--- config.mk ---
export PLATFORM = sky130hd
export DESIGN_NAME = serial_frame_decoder
export DESIGN_NICKNAME = d
export VERILOG_FILES = /design/src/sv/sfd_pkg.sv /design/src/sv/sfd_ram.sv /design/src/sv/sfd_datapath.sv /design/src/sv/sfd_ctrl.sv /design/src/sv/serial_frame_decoder.sv
export SDC_FILE = /design/constraint.sdc
export NUM_CORES = 2
export LEC_CHECK = 0
export BUFFER_PORTS_ARGS = -buffer_cell sky130_fd_sc_hd__buf_2
export CAP_MARGIN = 40
export CORE_ASPECT_RATIO = 1.1
export CORE_UTILIZATION = 40
export DETAILED_ROUTE_END_ITERATION = 16
export PLACE_DENSITY = 0.59
export SLEW_MARGIN = 25
export SYNTH_ARGS = -nofsm -noshare
export SYNTH_HDL_FRONTEND = slang
export SYNTH_SLANG_ARGS = --single-unit
--- constraint.sdc ---
create_clock -name clk -period 29 [get_ports clk]
set_clock_uncertainty 0.2 [all_clocks]
set_input_delay 1.45 -clock clk [delete_from_list [all_inputs] [get_ports clk]]
set_output_delay 1.45 -clock clk [all_outputs]
set_load 0.005 [all_outputs]
--- src/sv/sfd_pkg.sv ---
// ----------------------------------------------------------------------------
// sfd_pkg
// shared constants, codes and controller/datapath handshake types
// ----------------------------------------------------------------------------
`default_nettype none

package sfd_pkg;

    // parameter defaults
    localparam int STORE_DEPTH_DEF     = 256;
    localparam int MAX_ARRAY_ELEMS_DEF = 15;
    localparam int CHUNK_BYTES_DEF     = 8;

    // framing bytes
    localparam logic [7:0] BYTE_CR = 8'h0D;
    localparam logic [7:0] BYTE_LF = 8'h0A;

    localparam int MIN_FRAME_BYTES = 3;
    localparam int HDR_BYTES       = 3;
    localparam int LEN_OVERHEAD    = 2;
    localparam int FLOAT_BYTES     = 4;
    localparam int MAX_CHUNKS      = 32;

    // position arithmetic width, holds start + length + 1
    localparam int POS_W = 10;

    // reciprocal constants for the small constant divisions
    localparam logic [9:0] RECIP3     = 10'd683;
    localparam int         RECIP3_SH  = 11;
    localparam logic [7:0] RECIP17    = 8'd241;
    localparam int         RECIP17_SH = 12;
    localparam logic [9:0] RECIP33    = 10'd993;
    localparam int         RECIP33_SH = 15;

    // config register indexes
    localparam int         CFG_IDX_W      = 1;
    localparam logic [0:0] CFG_SKIP_ZEROS = 1'b0;
    localparam logic [0:0] CFG_SKIP_COUNT = 1'b1;

    // output tdata layout
    localparam int OUT_DATA_W = 152;
    localparam int ID_LSB     = 0;
    localparam int IDX_LSB    = 8;
    localparam int INT_LSB    = 13;
    localparam int FLT_LSB    = 45;
    localparam int TXT_LSB    = 77;
    localparam int TC_LSB     = 141;
    localparam int ERR_LSB    = 145;
    localparam int FIELDS_W   = 148;

    typedef enum logic [2:0] {
        KIND_INT   = 3'd0,
        KIND_FLOAT = 3'd1,
        KIND_TEXT  = 3'd2,
        KIND_IARR  = 3'd3,
        KIND_FARR  = 3'd4,
        KIND_PAIR  = 3'd5,
        KIND_ERR   = 3'd6
    } kind_t;

    typedef enum logic [2:0] {
        ERR_NONE  = 3'd0,
        ERR_CSUM  = 3'd1,
        ERR_FSIZE = 3'd2,
        ERR_TYPE  = 3'd3,
        ERR_SHORT = 3'd4
    } err_t;

    typedef enum logic [4:0] {
        OP_NONE,
        OP_SCAN_INIT,
        OP_SCAN_STEP,
        OP_HDR_SCAN,
        OP_HDR_FIX,
        OP_ID,
        OP_TYPE,
        OP_LEN,
        OP_INIT,
        OP_DIV_STEP,
        OP_SETUP,
        OP_GI_STEP,
        OP_GI_END,
        OP_GF_STEP,
        OP_LOAD_RES,
        OP_LOAD_ERR,
        OP_NEXT
    } dp_op_t;

    typedef struct packed {
        dp_op_t op;
        err_t   err;
        logic   err_id_zero;
        logic   in_ready;
    } dp_cmd_t;

    typedef struct packed {
        logic  close;
        logic  fovf;
        logic  scan_end;
        logic  rd_zero;
        logic  hdr_short;
        logic  len_bad;
        logic  csum_bad;
        kind_t kind;
        logic  dl_lt4;
        logic  text_big;
        logic  cnt_big;
        logic  div_last;
        logic  step_bad;
        logic  ib_zero;
        logic  fb_zero;
        logic  out_taken;
        logic  res_last;
    } dp_stat_t;

endpackage

`default_nettype wire

--- src/sv/sfd_ram.sv ---
// ----------------------------------------------------------------------------
// sfd_ram
// simple dual port ram, one write and one registered read port
// ----------------------------------------------------------------------------
`default_nettype none

module sfd_ram #(
    parameter int WIDTH = 8,
    parameter int DEPTH = 256
) (
    input  wire                       clk,
    input  wire                       we,
    input  wire  [$clog2(DEPTH)-1:0]  waddr,
    input  wire  [WIDTH-1:0]          wdata,
    input  wire  [$clog2(DEPTH)-1:0]  raddr,
    output logic [WIDTH-1:0]          rdata
);

    logic [WIDTH-1:0] mem [DEPTH];

    always_ff @(posedge clk)
    begin
        if (we)
        begin
            mem[waddr] <= wdata;
        end
        rdata <= mem[raddr];
    end

endmodule

`default_nettype wire

--- src/sv/sfd_datapath.sv ---
// ----------------------------------------------------------------------------
// sfd_datapath
// byte intake, frame store, header and element gathering, result register
// ----------------------------------------------------------------------------
`default_nettype none

module sfd_datapath #(
    parameter int STORE_DEPTH     = sfd_pkg::STORE_DEPTH_DEF,
    parameter int MAX_ARRAY_ELEMS = sfd_pkg::MAX_ARRAY_ELEMS_DEF,
    parameter int CHUNK_BYTES     = sfd_pkg::CHUNK_BYTES_DEF
) (
    input  wire               clk,
    input  wire               rst_n,
    input  wire               s_tvalid,
    input  wire  [7:0]        s_tdata,
    input  wire  [7:0]        skip_count,
    input  sfd_pkg::dp_cmd_t  cmd,
    output sfd_pkg::dp_stat_t stat,
    input  wire               m_tready,
    output logic              out_valid,
    output logic [7:0]        out_id,
    output logic [2:0]        out_kind,
    output logic [4:0]        out_idx,
    output logic [31:0]       out_int,
    output logic [31:0]       out_flt,
    output logic [63:0]       out_txt,
    output logic [3:0]        out_tc,
    output logic [2:0]        out_err,
    output logic              out_last
);
    import sfd_pkg::*;

    localparam int AW = $clog2(STORE_DEPTH);
    localparam int CW = $clog2(STORE_DEPTH + 1);

    function automatic logic [2:0] min4(input logic [7:0] v);
        min4 = (v >= 8'(FLOAT_BYTES)) ? 3'(FLOAT_BYTES) : v[2:0];
    endfunction

    // intake state
    logic [CW-1:0]    wcnt_reg, wcnt_next;
    logic             cr_reg, cr_next;
    logic             ovf_reg, ovf_next;
    logic [CW-1:0]    n_reg, n_next;
    logic             fovf_reg, fovf_next;
    // decode state
    logic [POS_W-1:0] addr_reg, addr_next;
    logic [POS_W-1:0] p_reg, p_next;
    logic [POS_W-1:0] fst_reg, fst_next;
    logic [7:0]       id_reg, id_next;
    logic [7:0]       type_reg, type_next;
    logic [7:0]       len_reg, len_next;
    logic [9:0]       sum_reg, sum_next;
    kind_t            kind_reg, kind_next;
    logic [4:0]       idx_reg, idx_next;
    logic [3:0]       cnt_reg, cnt_next;
    logic [7:0]       rem_reg, rem_next;
    logic [3:0]       c_reg, c_next;
    logic [7:0]       divq_reg, divq_next;
    logic [4:0]       divr_reg, divr_next;
    logic [2:0]       dcnt_reg, dcnt_next;
    logic [2:0]       ib_reg, ib_next;
    logic [3:0]       fb_reg, fb_next;
    logic [2:0]       lane_reg, lane_next;
    logic [31:0]      iacc_reg, iacc_next;
    logic [63:0]      facc_reg, facc_next;
    // result register
    logic             ov_reg, ov_next;
    logic [7:0]       oid_reg, oid_next;
    logic [2:0]       okind_reg, okind_next;
    logic [4:0]       oidx_reg, oidx_next;
    logic [31:0]      oint_reg, oint_next;
    logic [31:0]      oflt_reg, oflt_next;
    logic [63:0]      otxt_reg, otxt_next;
    logic [3:0]       otc_reg, otc_next;
    logic [2:0]       oerr_reg, oerr_next;
    logic             olast_reg, olast_next;

    logic             accept, arm, store, close;
    logic [7:0]       rdata;
    logic [7:0]       dl;
    logic [POS_W-1:0] n_pos;
    logic [19:0]      prod3;
    logic [15:0]      prod17;
    logic [17:0]      prod33;
    logic [7:0]       q3;
    logic [3:0]       q17;
    logic [2:0]       q33;
    logic             m17, m33;
    kind_t            cls_kind;
    logic [3:0]       arr_cnt;
    logic [5:0]       dtmp;
    logic [7:0]       step;
    logic [3:0]       chunk;
    logic             res_last;

    assign accept = cmd.in_ready & s_tvalid;
    assign arm    = !cr_reg && (s_tdata == BYTE_CR) && (wcnt_reg >= CW'(MIN_FRAME_BYTES));
    assign store  = accept && !arm && !cr_reg && (wcnt_reg < CW'(STORE_DEPTH));
    assign close  = accept && cr_reg && (s_tdata == BYTE_LF);

    sfd_ram #(
        .WIDTH (8),
        .DEPTH (STORE_DEPTH)
    ) u_store (
        .clk   (clk),
        .we    (store),
        .waddr (wcnt_reg[AW-1:0]),
        .wdata (s_tdata),
        .raddr (addr_next[AW-1:0]),
        .rdata (rdata)
    );

    assign dl     = len_reg - 8'(LEN_OVERHEAD);
    assign n_pos  = POS_W'(n_reg);
    assign step   = divq_reg;
    assign prod3  = sum_reg * RECIP3;
    assign q3     = 8'(prod3 >> RECIP3_SH);
    assign prod17 = type_reg * RECIP17;
    assign q17    = 4'(prod17 >> RECIP17_SH);
    assign prod33 = type_reg * RECIP33;
    assign q33    = 3'(prod33 >> RECIP33_SH);
    assign m17    = ({q17, 4'b0000} + {4'b0000, q17}) == type_reg;
    assign m33    = ({q33, 5'b00000} + {5'b00000, q33}) == type_reg;
    assign dtmp   = {divr_reg, divq_reg[7]};
    assign chunk  = (rem_reg >= 8'(CHUNK_BYTES)) ? 4'(CHUNK_BYTES) : rem_reg[3:0];

    // type byte classification
    always_comb
    begin
        cls_kind = KIND_ERR;
        arr_cnt  = 4'd0;
        if (type_reg == 8'd0)
        begin
            cls_kind = KIND_INT;
        end
        else if (type_reg == 8'd1)
        begin
            cls_kind = KIND_FLOAT;
        end
        else if (type_reg == 8'd2)
        begin
            cls_kind = KIND_TEXT;
        end
        else if (type_reg[3:0] == 4'd0)
        begin
            cls_kind = KIND_IARR;
            arr_cnt  = type_reg[7:4];
        end
        else if (m17)
        begin
            cls_kind = KIND_FARR;
            arr_cnt  = q17;
        end
        else if (m33)
        begin
            cls_kind = KIND_PAIR;
            arr_cnt  = {1'b0, q33};
        end
    end

    always_comb
    begin
        case (kind_reg)
            KIND_TEXT: res_last = (rem_reg == {4'd0, c_reg});
            KIND_IARR,
            KIND_FARR,
            KIND_PAIR: res_last = (idx_reg == 5'({1'b0, cnt_reg} - 5'd1));
            default:   res_last = 1'b1;
        endcase
    end

    always_comb
    begin
        stat.close     = close;
        stat.fovf      = fovf_reg;
        stat.scan_end  = addr_reg >= n_pos;
        stat.rd_zero   = rdata == 8'd0;
        stat.hdr_short = (p_reg + POS_W'(HDR_BYTES)) > n_pos;
        stat.len_bad   = (len_reg < 8'(LEN_OVERHEAD))
                      || ((p_reg + {2'b00, len_reg} + POS_W'(1)) >= n_pos);
        stat.csum_bad  = rdata != q3;
        stat.kind      = cls_kind;
        stat.dl_lt4    = dl < 8'(FLOAT_BYTES);
        stat.text_big  = {2'b00, dl} > 10'(MAX_CHUNKS * CHUNK_BYTES);
        stat.cnt_big   = {1'b0, arr_cnt} > 5'(MAX_ARRAY_ELEMS);
        stat.div_last  = dcnt_reg == 3'd7;
        case (kind_reg)
            KIND_FARR: stat.step_bad = step != 8'(FLOAT_BYTES);
            KIND_PAIR: stat.step_bad = step < 8'(FLOAT_BYTES);
            default:   stat.step_bad = 1'b0;
        endcase
        stat.ib_zero   = ib_reg == 3'd0;
        stat.fb_zero   = fb_reg == 4'd0;
        stat.out_taken = ov_reg & m_tready;
        stat.res_last  = olast_reg;
    end

    always_comb
    begin
        wcnt_next  = wcnt_reg;
        cr_next    = cr_reg;
        ovf_next   = ovf_reg;
        n_next     = n_reg;
        fovf_next  = fovf_reg;
        addr_next  = addr_reg;
        p_next     = p_reg;
        fst_next   = fst_reg;
        id_next    = id_reg;
        type_next  = type_reg;
        len_next   = len_reg;
        sum_next   = sum_reg;
        kind_next  = kind_reg;
        idx_next   = idx_reg;
        cnt_next   = cnt_reg;
        rem_next   = rem_reg;
        c_next     = c_reg;
        divq_next  = divq_reg;
        divr_next  = divr_reg;
        dcnt_next  = dcnt_reg;
        ib_next    = ib_reg;
        fb_next    = fb_reg;
        lane_next  = lane_reg;
        iacc_next  = iacc_reg;
        facc_next  = facc_reg;
        ov_next    = ov_reg & ~m_tready;
        oid_next   = oid_reg;
        okind_next = okind_reg;
        oidx_next  = oidx_reg;
        oint_next  = oint_reg;
        oflt_next  = oflt_reg;
        otxt_next  = otxt_reg;
        otc_next   = otc_reg;
        oerr_next  = oerr_reg;
        olast_next = olast_reg;

        // byte intake
        if (accept)
        begin
            if (arm)
            begin
                cr_next = 1'b1;
            end
            else if (cr_reg)
            begin
                cr_next   = 1'b0;
                wcnt_next = '0;
                ovf_next  = 1'b0;
                if (close)
                begin
                    n_next    = wcnt_reg;
                    fovf_next = ovf_reg;
                end
            end
            else if (store)
            begin
                wcnt_next = wcnt_reg + CW'(1);
            end
            else
            begin
                ovf_next = 1'b1;
            end
        end

        case (cmd.op)
            OP_SCAN_INIT:
            begin
                addr_next = '0;
            end
            OP_SCAN_STEP:
            begin
                addr_next = addr_reg + POS_W'(1);
            end
            OP_HDR_SCAN:
            begin
                p_next = addr_reg;
            end
            OP_HDR_FIX:
            begin
                p_next    = {2'b00, skip_count};
                addr_next = {2'b00, skip_count};
            end
            OP_ID:
            begin
                id_next   = rdata;
                addr_next = p_reg + POS_W'(1);
            end
            OP_TYPE:
            begin
                type_next = rdata;
                addr_next = p_reg + POS_W'(2);
            end
            OP_LEN:
            begin
                len_next  = rdata;
                addr_next = p_reg + {2'b00, rdata} + POS_W'(1);
                sum_next  = {2'b00, id_reg} + {2'b00, type_reg} + {2'b00, rdata};
            end
            OP_INIT:
            begin
                kind_next = cls_kind;
                cnt_next  = arr_cnt;
                p_next    = p_reg + POS_W'(HDR_BYTES);
                idx_next  = '0;
                rem_next  = dl;
                divq_next = dl;
                divr_next = '0;
                dcnt_next = '0;
            end
            OP_DIV_STEP:
            begin
                // one restoring division step of dl / count
                if (dtmp >= {2'b00, cnt_reg})
                begin
                    divr_next = 5'(dtmp - {2'b00, cnt_reg});
                    divq_next = {divq_reg[6:0], 1'b1};
                end
                else
                begin
                    divr_next = dtmp[4:0];
                    divq_next = {divq_reg[6:0], 1'b0};
                end
                dcnt_next = dcnt_reg + 3'd1;
            end
            OP_SETUP:
            begin
                iacc_next = '0;
                facc_next = '0;
                lane_next = '0;
                addr_next = p_reg;
                fst_next  = p_reg;
                ib_next   = '0;
                fb_next   = '0;
                case (kind_reg)
                    KIND_INT:
                    begin
                        ib_next = min4(dl);
                    end
                    KIND_FLOAT,
                    KIND_FARR:
                    begin
                        fb_next = 4'(FLOAT_BYTES);
                    end
                    KIND_TEXT:
                    begin
                        fb_next = chunk;
                        c_next  = chunk;
                    end
                    KIND_IARR:
                    begin
                        ib_next = min4(step);
                    end
                    KIND_PAIR:
                    begin
                        ib_next  = min4(step - 8'(FLOAT_BYTES));
                        fb_next  = 4'(FLOAT_BYTES);
                        fst_next = p_reg + {2'b00, step} - POS_W'(FLOAT_BYTES);
                    end
                    default:
                    begin
                        ib_next = '0;
                    end
                endcase
            end
            OP_GI_STEP:
            begin
                iacc_next = {iacc_reg[23:0], rdata};
                ib_next   = ib_reg - 3'd1;
                addr_next = addr_reg + POS_W'(1);
            end
            OP_GI_END:
            begin
                addr_next = fst_reg;
            end
            OP_GF_STEP:
            begin
                facc_next[{lane_reg, 3'b000} +: 8] = rdata;
                lane_next = lane_reg + 3'd1;
                fb_next   = fb_reg - 4'd1;
                addr_next = addr_reg + POS_W'(1);
            end
            OP_LOAD_RES:
            begin
                ov_next    = 1'b1;
                oid_next   = id_reg;
                okind_next = kind_reg;
                oidx_next  = idx_reg;
                oint_next  = iacc_reg;
                oflt_next  = (kind_reg == KIND_TEXT) ? 32'd0 : facc_reg[31:0];
                otxt_next  = (kind_reg == KIND_TEXT) ? facc_reg : 64'd0;
                otc_next   = (kind_reg == KIND_TEXT) ? c_reg : 4'd0;
                oerr_next  = ERR_NONE;
                olast_next = res_last;
            end
            OP_LOAD_ERR:
            begin
                ov_next    = 1'b1;
                oid_next   = cmd.err_id_zero ? 8'd0 : id_reg;
                okind_next = KIND_ERR;
                oidx_next  = '0;
                oint_next  = '0;
                oflt_next  = '0;
                otxt_next  = '0;
                otc_next   = '0;
                oerr_next  = cmd.err;
                olast_next = 1'b1;
            end
            OP_NEXT:
            begin
                idx_next = idx_reg + 5'd1;
                if (kind_reg == KIND_TEXT)
                begin
                    p_next   = p_reg + POS_W'(CHUNK_BYTES);
                    rem_next = rem_reg - {4'd0, c_reg};
                end
                else
                begin
                    p_next = p_reg + {2'b00, step};
                end
            end
            default:
            begin
                addr_next = addr_reg;
            end
        endcase
    end

    always_ff @(posedge clk or negedge rst_n)
    begin
        if (!rst_n)
        begin
            wcnt_reg <= '0;
            cr_reg   <= 1'b0;
            ovf_reg  <= 1'b0;
            ov_reg   <= 1'b0;
        end
        else
        begin
            wcnt_reg <= wcnt_next;
            cr_reg   <= cr_next;
            ovf_reg  <= ovf_next;
            ov_reg   <= ov_next;
        end
    end

    always_ff @(posedge clk)
    begin
        n_reg     <= n_next;
        fovf_reg  <= fovf_next;
        addr_reg  <= addr_next;
        p_reg     <= p_next;
        fst_reg   <= fst_next;
        id_reg    <= id_next;
        type_reg  <= type_next;
        len_reg   <= len_next;
        sum_reg   <= sum_next;
        kind_reg  <= kind_next;
        idx_reg   <= idx_next;
        cnt_reg   <= cnt_next;
        rem_reg   <= rem_next;
        c_reg     <= c_next;
        divq_reg  <= divq_next;
        divr_reg  <= divr_next;
        dcnt_reg  <= dcnt_next;
        ib_reg    <= ib_next;
        fb_reg    <= fb_next;
        lane_reg  <= lane_next;
        iacc_reg  <= iacc_next;
        facc_reg  <= facc_next;
        oid_reg   <= oid_next;
        okind_reg <= okind_next;
        oidx_reg  <= oidx_next;
        oint_reg  <= oint_next;
        oflt_reg  <= oflt_next;
        otxt_reg  <= otxt_next;
        otc_reg   <= otc_next;
        oerr_reg  <= oerr_next;
        olast_reg <= olast_next;
    end

    assign out_valid = ov_reg;
    assign out_id    = oid_reg;
    assign out_kind  = okind_reg;
    assign out_idx   = oidx_reg;
    assign out_int   = oint_reg;
    assign out_flt   = oflt_reg;
    assign out_txt   = otxt_reg;
    assign out_tc    = otc_reg;
    assign out_err   = oerr_reg;
    assign out_last  = olast_reg;

endmodule

`default_nettype wire

--- src/sv/sfd_ctrl.sv ---
// ----------------------------------------------------------------------------
// sfd_ctrl
// decode sequencer, drives datapath operations from datapath status
// ----------------------------------------------------------------------------
`default_nettype none

module sfd_ctrl (
    input  wire               clk,
    input  wire               rst_n,
    input  wire               skip_zeros,
    input  sfd_pkg::dp_stat_t stat,
    output sfd_pkg::dp_cmd_t  cmd
);
    import sfd_pkg::*;

    typedef enum logic [3:0] {
        ST_IDLE,
        ST_START,
        ST_SCAN,
        ST_HCHK,
        ST_H1,
        ST_H2,
        ST_H3,
        ST_DISP,
        ST_DIV,
        ST_DCHK,
        ST_SETUP,
        ST_GI,
        ST_GF,
        ST_OUT
    } state_t;

    state_t state_reg, state_next;

    always_comb
    begin
        state_next      = state_reg;
        cmd.op          = OP_NONE;
        cmd.err         = ERR_NONE;
        cmd.err_id_zero = 1'b0;
        cmd.in_ready    = 1'b0;
        case (state_reg)
            ST_IDLE:
            begin
                cmd.in_ready = 1'b1;
                if (stat.close)
                begin
                    state_next = ST_START;
                end
            end
            ST_START:
            begin
                if (stat.fovf)
                begin
                    cmd.op          = OP_LOAD_ERR;
                    cmd.err         = ERR_SHORT;
                    cmd.err_id_zero = 1'b1;
                    state_next      = ST_OUT;
                end
                else if (skip_zeros)
                begin
                    cmd.op     = OP_SCAN_INIT;
                    state_next = ST_SCAN;
                end
                else
                begin
                    cmd.op     = OP_HDR_FIX;
                    state_next = ST_HCHK;
                end
            end
            ST_SCAN:
            begin
                if (stat.scan_end)
                begin
                    cmd.op          = OP_LOAD_ERR;
                    cmd.err         = ERR_SHORT;
                    cmd.err_id_zero = 1'b1;
                    state_next      = ST_OUT;
                end
                else if (stat.rd_zero)
                begin
                    cmd.op = OP_SCAN_STEP;
                end
                else
                begin
                    cmd.op     = OP_HDR_SCAN;
                    state_next = ST_HCHK;
                end
            end
            ST_HCHK:
            begin
                if (stat.hdr_short)
                begin
                    cmd.op          = OP_LOAD_ERR;
                    cmd.err         = ERR_SHORT;
                    cmd.err_id_zero = 1'b1;
                    state_next      = ST_OUT;
                end
                else
                begin
                    cmd.op     = OP_ID;
                    state_next = ST_H1;
                end
            end
            ST_H1:
            begin
                cmd.op     = OP_TYPE;
                state_next = ST_H2;
            end
            ST_H2:
            begin
                cmd.op     = OP_LEN;
                state_next = ST_H3;
            end
            ST_H3:
            begin
                if (stat.len_bad)
                begin
                    cmd.op     = OP_LOAD_ERR;
                    cmd.err    = ERR_SHORT;
                    state_next = ST_OUT;
                end
                else if (stat.csum_bad)
                begin
                    cmd.op     = OP_LOAD_ERR;
                    cmd.err    = ERR_CSUM;
                    state_next = ST_OUT;
                end
                else
                begin
                    state_next = ST_DISP;
                end
            end
            ST_DISP:
            begin
                case (stat.kind)
                    KIND_INT:
                    begin
                        cmd.op     = OP_INIT;
                        state_next = ST_SETUP;
                    end
                    KIND_FLOAT:
                    begin
                        if (stat.dl_lt4)
                        begin
                            cmd.op     = OP_LOAD_ERR;
                            cmd.err    = ERR_FSIZE;
                            state_next = ST_OUT;
                        end
                        else
                        begin
                            cmd.op     = OP_INIT;
                            state_next = ST_SETUP;
                        end
                    end
                    KIND_TEXT:
                    begin
                        if (stat.text_big)
                        begin
                            cmd.op     = OP_LOAD_ERR;
                            cmd.err    = ERR_SHORT;
                            state_next = ST_OUT;
                        end
                        else
                        begin
                            cmd.op     = OP_INIT;
                            state_next = ST_SETUP;
                        end
                    end
                    KIND_IARR,
                    KIND_FARR,
                    KIND_PAIR:
                    begin
                        if (stat.cnt_big)
                        begin
                            cmd.op     = OP_LOAD_ERR;
                            cmd.err    = ERR_SHORT;
                            state_next = ST_OUT;
                        end
                        else
                        begin
                            cmd.op     = OP_INIT;
                            state_next = ST_DIV;
                        end
                    end
                    default:
                    begin
                        cmd.op     = OP_LOAD_ERR;
                        cmd.err    = ERR_TYPE;
                        state_next = ST_OUT;
                    end
                endcase
            end
            ST_DIV:
            begin
                cmd.op = OP_DIV_STEP;
                if (stat.div_last)
                begin
                    state_next = ST_DCHK;
                end
            end
            ST_DCHK:
            begin
                if (stat.step_bad)
                begin
                    cmd.op     = OP_LOAD_ERR;
                    cmd.err    = ERR_FSIZE;
                    state_next = ST_OUT;
                end
                else
                begin
                    state_next = ST_SETUP;
                end
            end
            ST_SETUP:
            begin
                cmd.op     = OP_SETUP;
                state_next = ST_GI;
            end
            ST_GI:
            begin
                if (stat.ib_zero)
                begin
                    cmd.op     = OP_GI_END;
                    state_next = ST_GF;
                end
                else
                begin
                    cmd.op = OP_GI_STEP;
                end
            end
            ST_GF:
            begin
                if (stat.fb_zero)
                begin
                    cmd.op     = OP_LOAD_RES;
                    state_next = ST_OUT;
                end
                else
                begin
                    cmd.op = OP_GF_STEP;
                end
            end
            ST_OUT:
            begin
                if (stat.out_taken)
                begin
                    if (stat.res_last)
                    begin
                        state_next = ST_IDLE;
                    end
                    else
                    begin
                        cmd.op     = OP_NEXT;
                        state_next = ST_SETUP;
                    end
                end
            end
            default:
            begin
                state_next = ST_IDLE;
            end
        endcase
    end

    always_ff @(posedge clk or negedge rst_n)
    begin
        if (!rst_n)
        begin
            state_reg <= ST_IDLE;
        end
        else
        begin
            state_reg <= state_next;
        end
    end

endmodule

`default_nettype wire

--- src/sv/serial_frame_decoder.sv ---
// ----------------------------------------------------------------------------
// serial_frame_decoder
// stores received bytes, closes a frame on CR LF and decodes it into items
// ----------------------------------------------------------------------------
//
// channel   dir  handshake          payload
// s_*       in   s_tvalid/s_tready  s_tdata: rx_byte
// m_*       out  m_tvalid/m_tready  m_tdata, m_tuser: item_kind, m_tlast: last
// cfg_*     in   cfg_valid/cfg_ready cfg_index, cfg_data
//
// bytes are taken only while no frame decodes
// a closed frame is walked through the single read port of the frame store:
//   a start step, a zero scan over the leading bytes when enabled, the
//   header, checksum and type checks, the divider and step check for
//   arrays, then per result the int bytes, the float/text bytes and the
//   output, which waits while m_tready stalls
// reset is asynchronous active low; the frame store is not cleared
// a stalled m_tready holds the result and the decoder in place
//
`default_nettype none

module serial_frame_decoder #(
    parameter int STORE_DEPTH     = sfd_pkg::STORE_DEPTH_DEF,
    parameter int MAX_ARRAY_ELEMS = sfd_pkg::MAX_ARRAY_ELEMS_DEF,
    parameter int CHUNK_BYTES     = sfd_pkg::CHUNK_BYTES_DEF
) (
    input  wire                              clk,
    input  wire                              rst_n,
    input  wire                              s_tvalid,
    output logic                             s_tready,
    input  wire  [7:0]                       s_tdata,   // rx_byte
    output logic                             m_tvalid,
    input  wire                              m_tready,
    // frame_id, element_index, int_word, float_bits, text_bytes,
    // text_count, error_code, zero pad
    output logic [sfd_pkg::OUT_DATA_W-1:0]   m_tdata,
    output logic [2:0]                       m_tuser,   // item_kind
    output logic                             m_tlast,   // last
    input  wire                              cfg_valid,
    output logic                             cfg_ready,
    input  wire  [sfd_pkg::CFG_IDX_W-1:0]    cfg_index,
    input  wire  [7:0]                       cfg_data
);
    import sfd_pkg::*;

    // configuration registers
    logic       skz_reg, skz_next;
    logic [7:0] skc_reg, skc_next;

    dp_cmd_t    cmd;
    dp_stat_t   stat;

    logic        out_valid;
    logic [7:0]  out_id;
    logic [2:0]  out_kind;
    logic [4:0]  out_idx;
    logic [31:0] out_int;
    logic [31:0] out_flt;
    logic [63:0] out_txt;
    logic [3:0]  out_tc;
    logic [2:0]  out_err;
    logic        out_last;

    // config writes are always taken
    assign cfg_ready = 1'b1;

    always_comb
    begin
        skz_next = skz_reg;
        skc_next = skc_reg;
        if (cfg_valid)
        begin
            case (cfg_index)
                CFG_SKIP_ZEROS: skz_next = cfg_data[0];
                CFG_SKIP_COUNT: skc_next = cfg_data;
                default:        skz_next = skz_reg;
            endcase
        end
    end

    always_ff @(posedge clk or negedge rst_n)
    begin
        if (!rst_n)
        begin
            skz_reg <= 1'b1;
            skc_reg <= 8'd0;
        end
        else
        begin
            skz_reg <= skz_next;
            skc_reg <= skc_next;
        end
    end

    // sequencer
    sfd_ctrl u_ctrl (
        .clk        (clk),
        .rst_n      (rst_n),
        .skip_zeros (skz_reg),
        .stat       (stat),
        .cmd        (cmd)
    );

    // store, header registers, divider, gather and result register
    sfd_datapath #(
        .STORE_DEPTH     (STORE_DEPTH),
        .MAX_ARRAY_ELEMS (MAX_ARRAY_ELEMS),
        .CHUNK_BYTES     (CHUNK_BYTES)
    ) u_dp (
        .clk        (clk),
        .rst_n      (rst_n),
        .s_tvalid   (s_tvalid),
        .s_tdata    (s_tdata),
        .skip_count (skc_reg),
        .cmd        (cmd),
        .stat       (stat),
        .m_tready   (m_tready),
        .out_valid  (out_valid),
        .out_id     (out_id),
        .out_kind   (out_kind),
        .out_idx    (out_idx),
        .out_int    (out_int),
        .out_flt    (out_flt),
        .out_txt    (out_txt),
        .out_tc     (out_tc),
        .out_err    (out_err),
        .out_last   (out_last)
    );

    assign s_tready = cmd.in_ready;
    assign m_tvalid = out_valid;
    assign m_tuser  = out_kind;
    assign m_tlast  = out_last;

    // pack result fields, first field in the low bits
    assign m_tdata = {
        (OUT_DATA_W - FIELDS_W)'(0),
        out_err,
        out_tc,
        out_txt,
        out_flt,
        out_int,
        out_idx,
        out_id
    };

endmodule

`default_nettype wire

* After elaboration in Yosys (flattened, before gate mapping)
Memory sizes are Yosys's and may differ from the RTL's. A register that Yosys moved wholly into a read port is not among the register bits.
Index checks and enable logic that the tools add are counted.
** Storage, ports and cells
- Flip-flop bits (word level) :: 397
- Memory bits (writable) :: 2048
- Word-level logic and storage cells :: 287
- Memories :: 1
** Operators by class
- Add/subtract/negate cells :: 27
- Multiply operators :: 3
- Order comparisons :: 13
- Equality and inequality tests :: 58
- Shift-type cells :: 2
- Mux-type cells :: 96
- Bitwise gates (word level) :: 6
- Reductions and logical operators :: 42
** Memory list
- u_dp.u_store.mem :: depth 256, width 8, read ports 1, clocked after Yosys merged registers in 1, write ports 1, line sfd_ram.sv:19 : logic [WIDTH-1:0] mem [DEPTH];
** Operators with widths (count)
- 64-bit one-hot mux with 2 select lines :: 2
- 32-bit one-hot mux with 2 select lines :: 3
- 4-bit two-way mux :: 20
- 10-bit one-hot mux with 8 select lines :: 1
- 5-bit one-hot mux with 13 select lines :: 1
- 64-bit bitwise mux :: 1
- 64-bit two-way mux :: 1
- 8-bit by 8-bit variable shift with 64-bit output, first input constant :: 1
- 8-bit by 8-bit indexed part select with 64-bit output :: 1
- 4-bit one-hot mux with 14 select lines :: 1
- 8-bit one-hot mux with 2 select lines :: 3
- 3-bit two-way mux :: 14
- 10-bit by 1-bit adder with 10-bit output, second input constant :: 4
- 10-bit by 8-bit adder with 10-bit output :: 4
- 5-bit by 4-bit == test with 1-bit output, second input constant :: 8
- 10-bit one-hot mux with 4 select lines :: 1
- 5-bit one-hot mux with 2 select lines :: 4
- 32-bit two-way mux :: 1
- 3-bit one-hot mux with 2 select lines :: 5
- 5-bit two-way mux :: 5
- 4-bit == test, second input constant :: 6
- 8-bit by 3-bit >= comparator with 1-bit output, second input constant :: 3
- 8-bit two-way mux :: 3
- 4-bit one-hot mux with 2 select lines :: 3
- other kinds (77) :: 151

* Logic depth before layout (Yosys ltp)
- Depth in word-level cells :: 16
- Mapped depth :: 35

* Cells and area by module
From an unflattened synthesis, not the netlist that was laid out.
** Second synthesis, totals
- Cell total of the unflattened synthesis :: 6000
- Area, all modules :: 104091.1 µm²
** Modules (own cells, without submodules)
- sfd_ram :: instances 1, cells an instance 3733, area an instance 79556.3 µm², seq. area each 61659.1 µm²
- sfd_datapath :: instances 1, cells an instance 2122, area an instance 23362.4 µm², seq. area each 11390.9 µm²
- sfd_ctrl :: instances 1, cells an instance 118, area an instance 787.0 µm², seq. area each 100.1 µm²
- serial_frame_decoder :: instances 1, cells an instance 27, area an instance 385.4 µm², seq. area each 226.5 µm²

* Worst setup path before layout
OpenSTA, ideal clock, no wires.
- Kind :: reg2reg
- From :: register u_dp.type_reg[6]
- To :: register u_dp.oerr_reg[0] (netlist: u_dp.out_err[0]), enable pin
- Setup time :: 1274 ps
- Data arrival time :: 7677 ps
- Required time :: 27526 ps
- Slack :: 19849 ps
- Stages on the path, launching flop included :: 19
- Buffers on the path :: 0
- Period minus slack after synthesis :: 9151 ps
- Path through :: edfxtp_1 > inv_1 > fa_1 > fa_1 > fa_1 > inv_1 > ha_1 > ha_1 > a211oi_1 > o21ai_1 > nand4bb_1 > a311o_1 > a211o_1 > a211oi_2 > a21oi_1 > a22o_1 > a21oi_1 > a21o_1 > nand2_1
** On the way
- Longest elaborated chain between the ends :: 15
- Elaborated cells on any way between the ends :: 27
- Those cells by class :: 2 x add/sub; 2 x mul; 11 x eq/ne; 8 x mux; 4 x reduce/logical
** RTL lines
- start, declared :: line sfd_datapath.sv:51 : logic [7:0] type_reg, type_next;
- start signal, assigned :: line sfd_datapath.sv:454 : type_reg <= type_next;
- 8-bit by 10-bit multiplier with 18-bit output :: line sfd_datapath.sv:121 : assign prod33 = type_reg * RECIP33;
- 8-bit by 3-bit adder with 8-bit output :: line sfd_datapath.sv:124 : assign m33 = ({q33, 5'b00000} + {5'b00000, q33}) == type_reg;
- 8-bit == test :: line sfd_datapath.sv:124
- 2-bit two-way mux :: line sfd_datapath.sv:155 : else if (m33)
- 3-bit two-way mux :: line sfd_datapath.sv:150 : else if (m17)
- 3-bit two-way mux :: line sfd_datapath.sv:145 : else if (type_reg[3:0] == 4'd0)
- 3-bit two-way mux :: line sfd_datapath.sv:141 : else if (type_reg == 8'd2)
- 3-bit two-way mux :: line sfd_datapath.sv:137 : else if (type_reg == 8'd1)
- 3-bit two-way mux (*) :: line sfd_datapath.sv:133 : if (type_reg == 8'd0)
- 3-bit by 2-bit == test with 1-bit output (tied with other cells) :: line sfd_ctrl.sv:136 : case (stat.kind)
- 5-bit OR reduction (no source line)
- 5-bit one-hot mux with 2 select lines (*) :: line sfd_ctrl.sv:136
- 5-bit one-hot mux with 13 select lines (*) :: line sfd_ctrl.sv:42 : case (state_reg)
- 5-bit by 4-bit == test with 1-bit output :: line sfd_datapath.sv:265 : case (cmd.op)
- 2-bit nonzero test (no source line) (*)
- end signal, assigned :: line sfd_datapath.sv:477 : oerr_reg <= oerr_next;
- end, declared :: line sfd_datapath.sv:76 : logic [2:0] oerr_reg, oerr_next;
Every way passes the cells marked *; elsewhere a longest branch is shown, timed or not.
A chain may end at the register's enable or synchronous reset.

* Final worst setup path
- From :: register u_dp.type_reg[1]
- To :: register u_dp.u_store.rdata[5], read port of u_dp.u_store.mem
** On the way
- Longest elaborated chain between the ends :: 16
- Elaborated cells on any way between the ends :: 37
- Those cells by class :: 2 x add/sub; 2 x mul; 19 x eq/ne; 9 x mux; 5 x reduce/logical
** RTL lines
- 8-bit by 10-bit multiplier with 18-bit output :: line sfd_datapath.sv:121
- 8-bit by 3-bit adder with 8-bit output :: line sfd_datapath.sv:124
- 8-bit == test :: line sfd_datapath.sv:124
- 2-bit two-way mux :: line sfd_datapath.sv:155
- 3-bit two-way mux :: line sfd_datapath.sv:150
- 3-bit two-way mux :: line sfd_datapath.sv:145
- 3-bit two-way mux :: line sfd_datapath.sv:141
- 3-bit two-way mux :: line sfd_datapath.sv:137
- 3-bit two-way mux (*) :: line sfd_datapath.sv:133
- 3-bit by 2-bit == test with 1-bit output (tied with other cells) :: line sfd_ctrl.sv:136
- 5-bit OR reduction (no source line)
- 5-bit one-hot mux with 2 select lines (*) :: line sfd_ctrl.sv:136
- 5-bit one-hot mux with 13 select lines (*) :: line sfd_ctrl.sv:42
- 5-bit by 2-bit == test with 1-bit output / 5-bit by 4-bit == test with 1-bit output (equally long branches) :: line sfd_datapath.sv:265
- 3-bit OR reduction (no source line)
- 10-bit one-hot mux with 8 select lines (*) :: line sfd_datapath.sv:265
- end, declared :: line sfd_ram.sv:16 : output logic [WIDTH-1:0] rdata
Marked as above.

==> impl_metrics.tcl <==
set metrics [dict create \
    fmax_mhz 86.99 \
    synthArstFlopShare_pct 1.019 \
    nets 8934 \
    synth_area_leader_cell "edfxtp_1" \
    ys_top_cells_by_area "edfxtp_1 68%, nand2_1 6.7%, ha_1 2.6%" \
    crit_arrival_ns 12.05 \
    io_pins 181 \
    port-buffer-count 175 \
    vias_per_cell 5.875 \
    clk_transition_reported_paths_ns 0.06 \
    worst_path_max_delay_cell "buf_4" \
    die-area_um2 268100 \
    yosys_warnings 0 \
    outcome "complete, no violations" \
    r2r_start "u_dp.type_reg[1]" \
    layout-drive-gt1-share_pct 10.79 \
    fp.dieH_um 543.0 \
    clock_latency_ns 0.86 \
    yosysMostFrequentCell "edfxtp_1" \
    hp-class "in2async" \
    rsz0062_at_grt "no" \
    setup_viol 0 \
    clock_sinks 2453 \
    drv_cap 0 \
    netlist_area_um2 106400 \
    cts_buffer_depth 4 \
    maxSlewViolCount 0 \
    dp_hpwl_mm 208.2 \
    cts.htree.levels 5 \
    path_common_cell "buf_4" \
    holdBufCountCts 0 \
    reg2reg_depth 30 \
    grt_pass1_wl_mm 487.2 \
    first_iter_violations 9943 \
    fin_tns_setup_ns 0 \
    fin_crit_ns 11.50 \
    drc_errors 0 \
    num_rows 198 \
    cts-root-buf "clkbuf_16" \
    cts_resized 0 \
    ys_seq_elements 2453 \
    hold_viol_final 0 \
    core_region_area_um2 264600 \
    cts_tree "yes" \
    synthCells 8362 \
    postRouteAntennaNets 0 \
    tightest_slew_ns 1.002 \
    syn-mean-instance-area_um2 12.73 \
    fp.dieW_um 493.8 \
    cp-end-kind "flip-flop" \
    wl_mm 340.1 \
    routedWlPerCell_um 27.55 \
    max_stage_delay_ns 0.74 \
    crit_fanout 134 \
    ys_seq_area_share_pct 68.95 \
    synth-edff-count 2412 \
    areaGrowthSynthToFinish_pct 13.42 \
    ys.flop_type "edfxtp_1" \
    place_inst 11790 \
    num_vias 72530 \
    postCtsSetupRepairBufs 0 \
    grt_usage_pct 24.75 \
    crit_path_start_kind "flip-flop" \
    rrSetupSlack_ns 17.50 \
    start_util_pct 40.22 \
    stdcell_count 12350 \
    critPathKind "reg2reg" \
    drt_pass1_iterations 6 \
    grt_max_degree 210 \
    yosys-top-cells-count "2,412 x edfxtp_1, 1,897 x nand2_1, 512 x nand3_1" \
    gr-total-overflow 0 \
    required_ns 29.56 \
    finalCritPeriodShare_pct 39.64 \
    synth_cell_types 96 \
    synth_top_area_share_pct 68.06 \
    largest_reg_flops 2048 \
    cts_buffers 267 \
    grt_pass1_vias 68550 \
    antenna_found_initial 21 \
    gp_congestion 0.9240 \
    maxSlewHeadroom_pct 33.23 \
    r2r_end "u_dp.u_store.rdata[5]" \
]
[cell type report]
| class | count | area, um^2 |
|---|---|---|
| fill | 23620 | 143900 |
| sequential | 2453 | 73380 |
| multi-input combinational | 5194 | 30030 |
| clock buffer | 345 | 7142 |
| tap | 3500 | 4379 |
| timing repair buffer | 534 | 3960 |
| clock inverter | 123 | 1064 |
| inverter | 187 | 735.7 |
| antenna | 10 | 25.02 |
[cell usage in the layout, fill, tap and decap left out, types with 116 or more instances in the layout]
master / count
edfxtp_1: 2412
nand2_1: 1892
nand3_1: 512
nor2_1: 432
buf_4: 309
and3_1: 303
clkbuf_16: 273
a31oi_1: 231
ha_1: 220
a21oi_1: 200
inv_1: 180
buf_2: 175
a311oi_1: 156
o21ai_0: 136
mux2i_1: 136
a211oi_1: 116
[layer usage]
metal  vias to the layer above  part of all wire (%)  GRT usage [%]
met1                     36340                    40          33.26
met4                        14                   4.5          10.76
met2                      4015                    46          39.00
met3                       691                   9.8          4.807
li1                      31470                     -              -
met5                         -                 0.025              0
[critical path, delay by kind of cell, from the launching register on]
family	cells	cell delay [ns]
AO/OA/AOI/OAI	9	2.16
buffers and inverters	8	3.96
multiplexers	2	0.51
adder cells (fa/ha/maj)	5	2.16
AND/OR/NAND/NOR	5	1.22
flip-flops	1	0.65
XOR/XNOR	1	0.20
[metrics by stage]
stage / hold slack (ns) / area, um^2 / worst slack (ns) / util [%]
after floorplan: 0.2231 / 106400 / 19.85 / -
after global placement: 0.2904 / 110800 / 17.30 / 41.87
after detailed placement: 0.2844 / 111800 / 17.67 / 42.26
after CTS: 0.2978 / 120000 / 17.60 / 45.36
after global routing: 0.2011 / 120700 / 17.01 / 45.61
final: 0.2472 / 120700 / 17.50 / 45.62
[worst max-delay path by stage]
stage	startpoint	to	depth (start not counted)
finish	u_dp.type_reg[1]	u_dp.u_store.rdata[5]	30
global placement	u_dp.type_reg[1]	u_dp.u_store.rdata[2]	29
floorplan	u_dp.type_reg[6]	u_dp.out_err[0]	18
CTS	u_dp.type_reg[1]	u_dp.u_store.rdata[5]	30
global route	u_dp.type_reg[4]	u_dp.u_store.rdata[5]	30
detailed placement	u_dp.type_reg[1]	u_dp.u_store.rdata[5]	30
[kinds of logic after synthesis]
kind of cell             count (synthesis)  synth area share (%)
other                                    2              0.007057
buffers and inverters                  718                 3.012
multiplexers                           151                 1.459
AND/OR/NAND/NOR                       3489                 14.46
flip-flops                            2453                 68.95
adder cells (fa/ha/maj)                275                 3.621
AO/OA/AOI/OAI                         1154                 7.504
XOR/XNOR                               120                0.9876
Power is left out: the tool's default activity adds up to more than one toggle a clock period on the data nets, which glitch-free logic cannot reach.
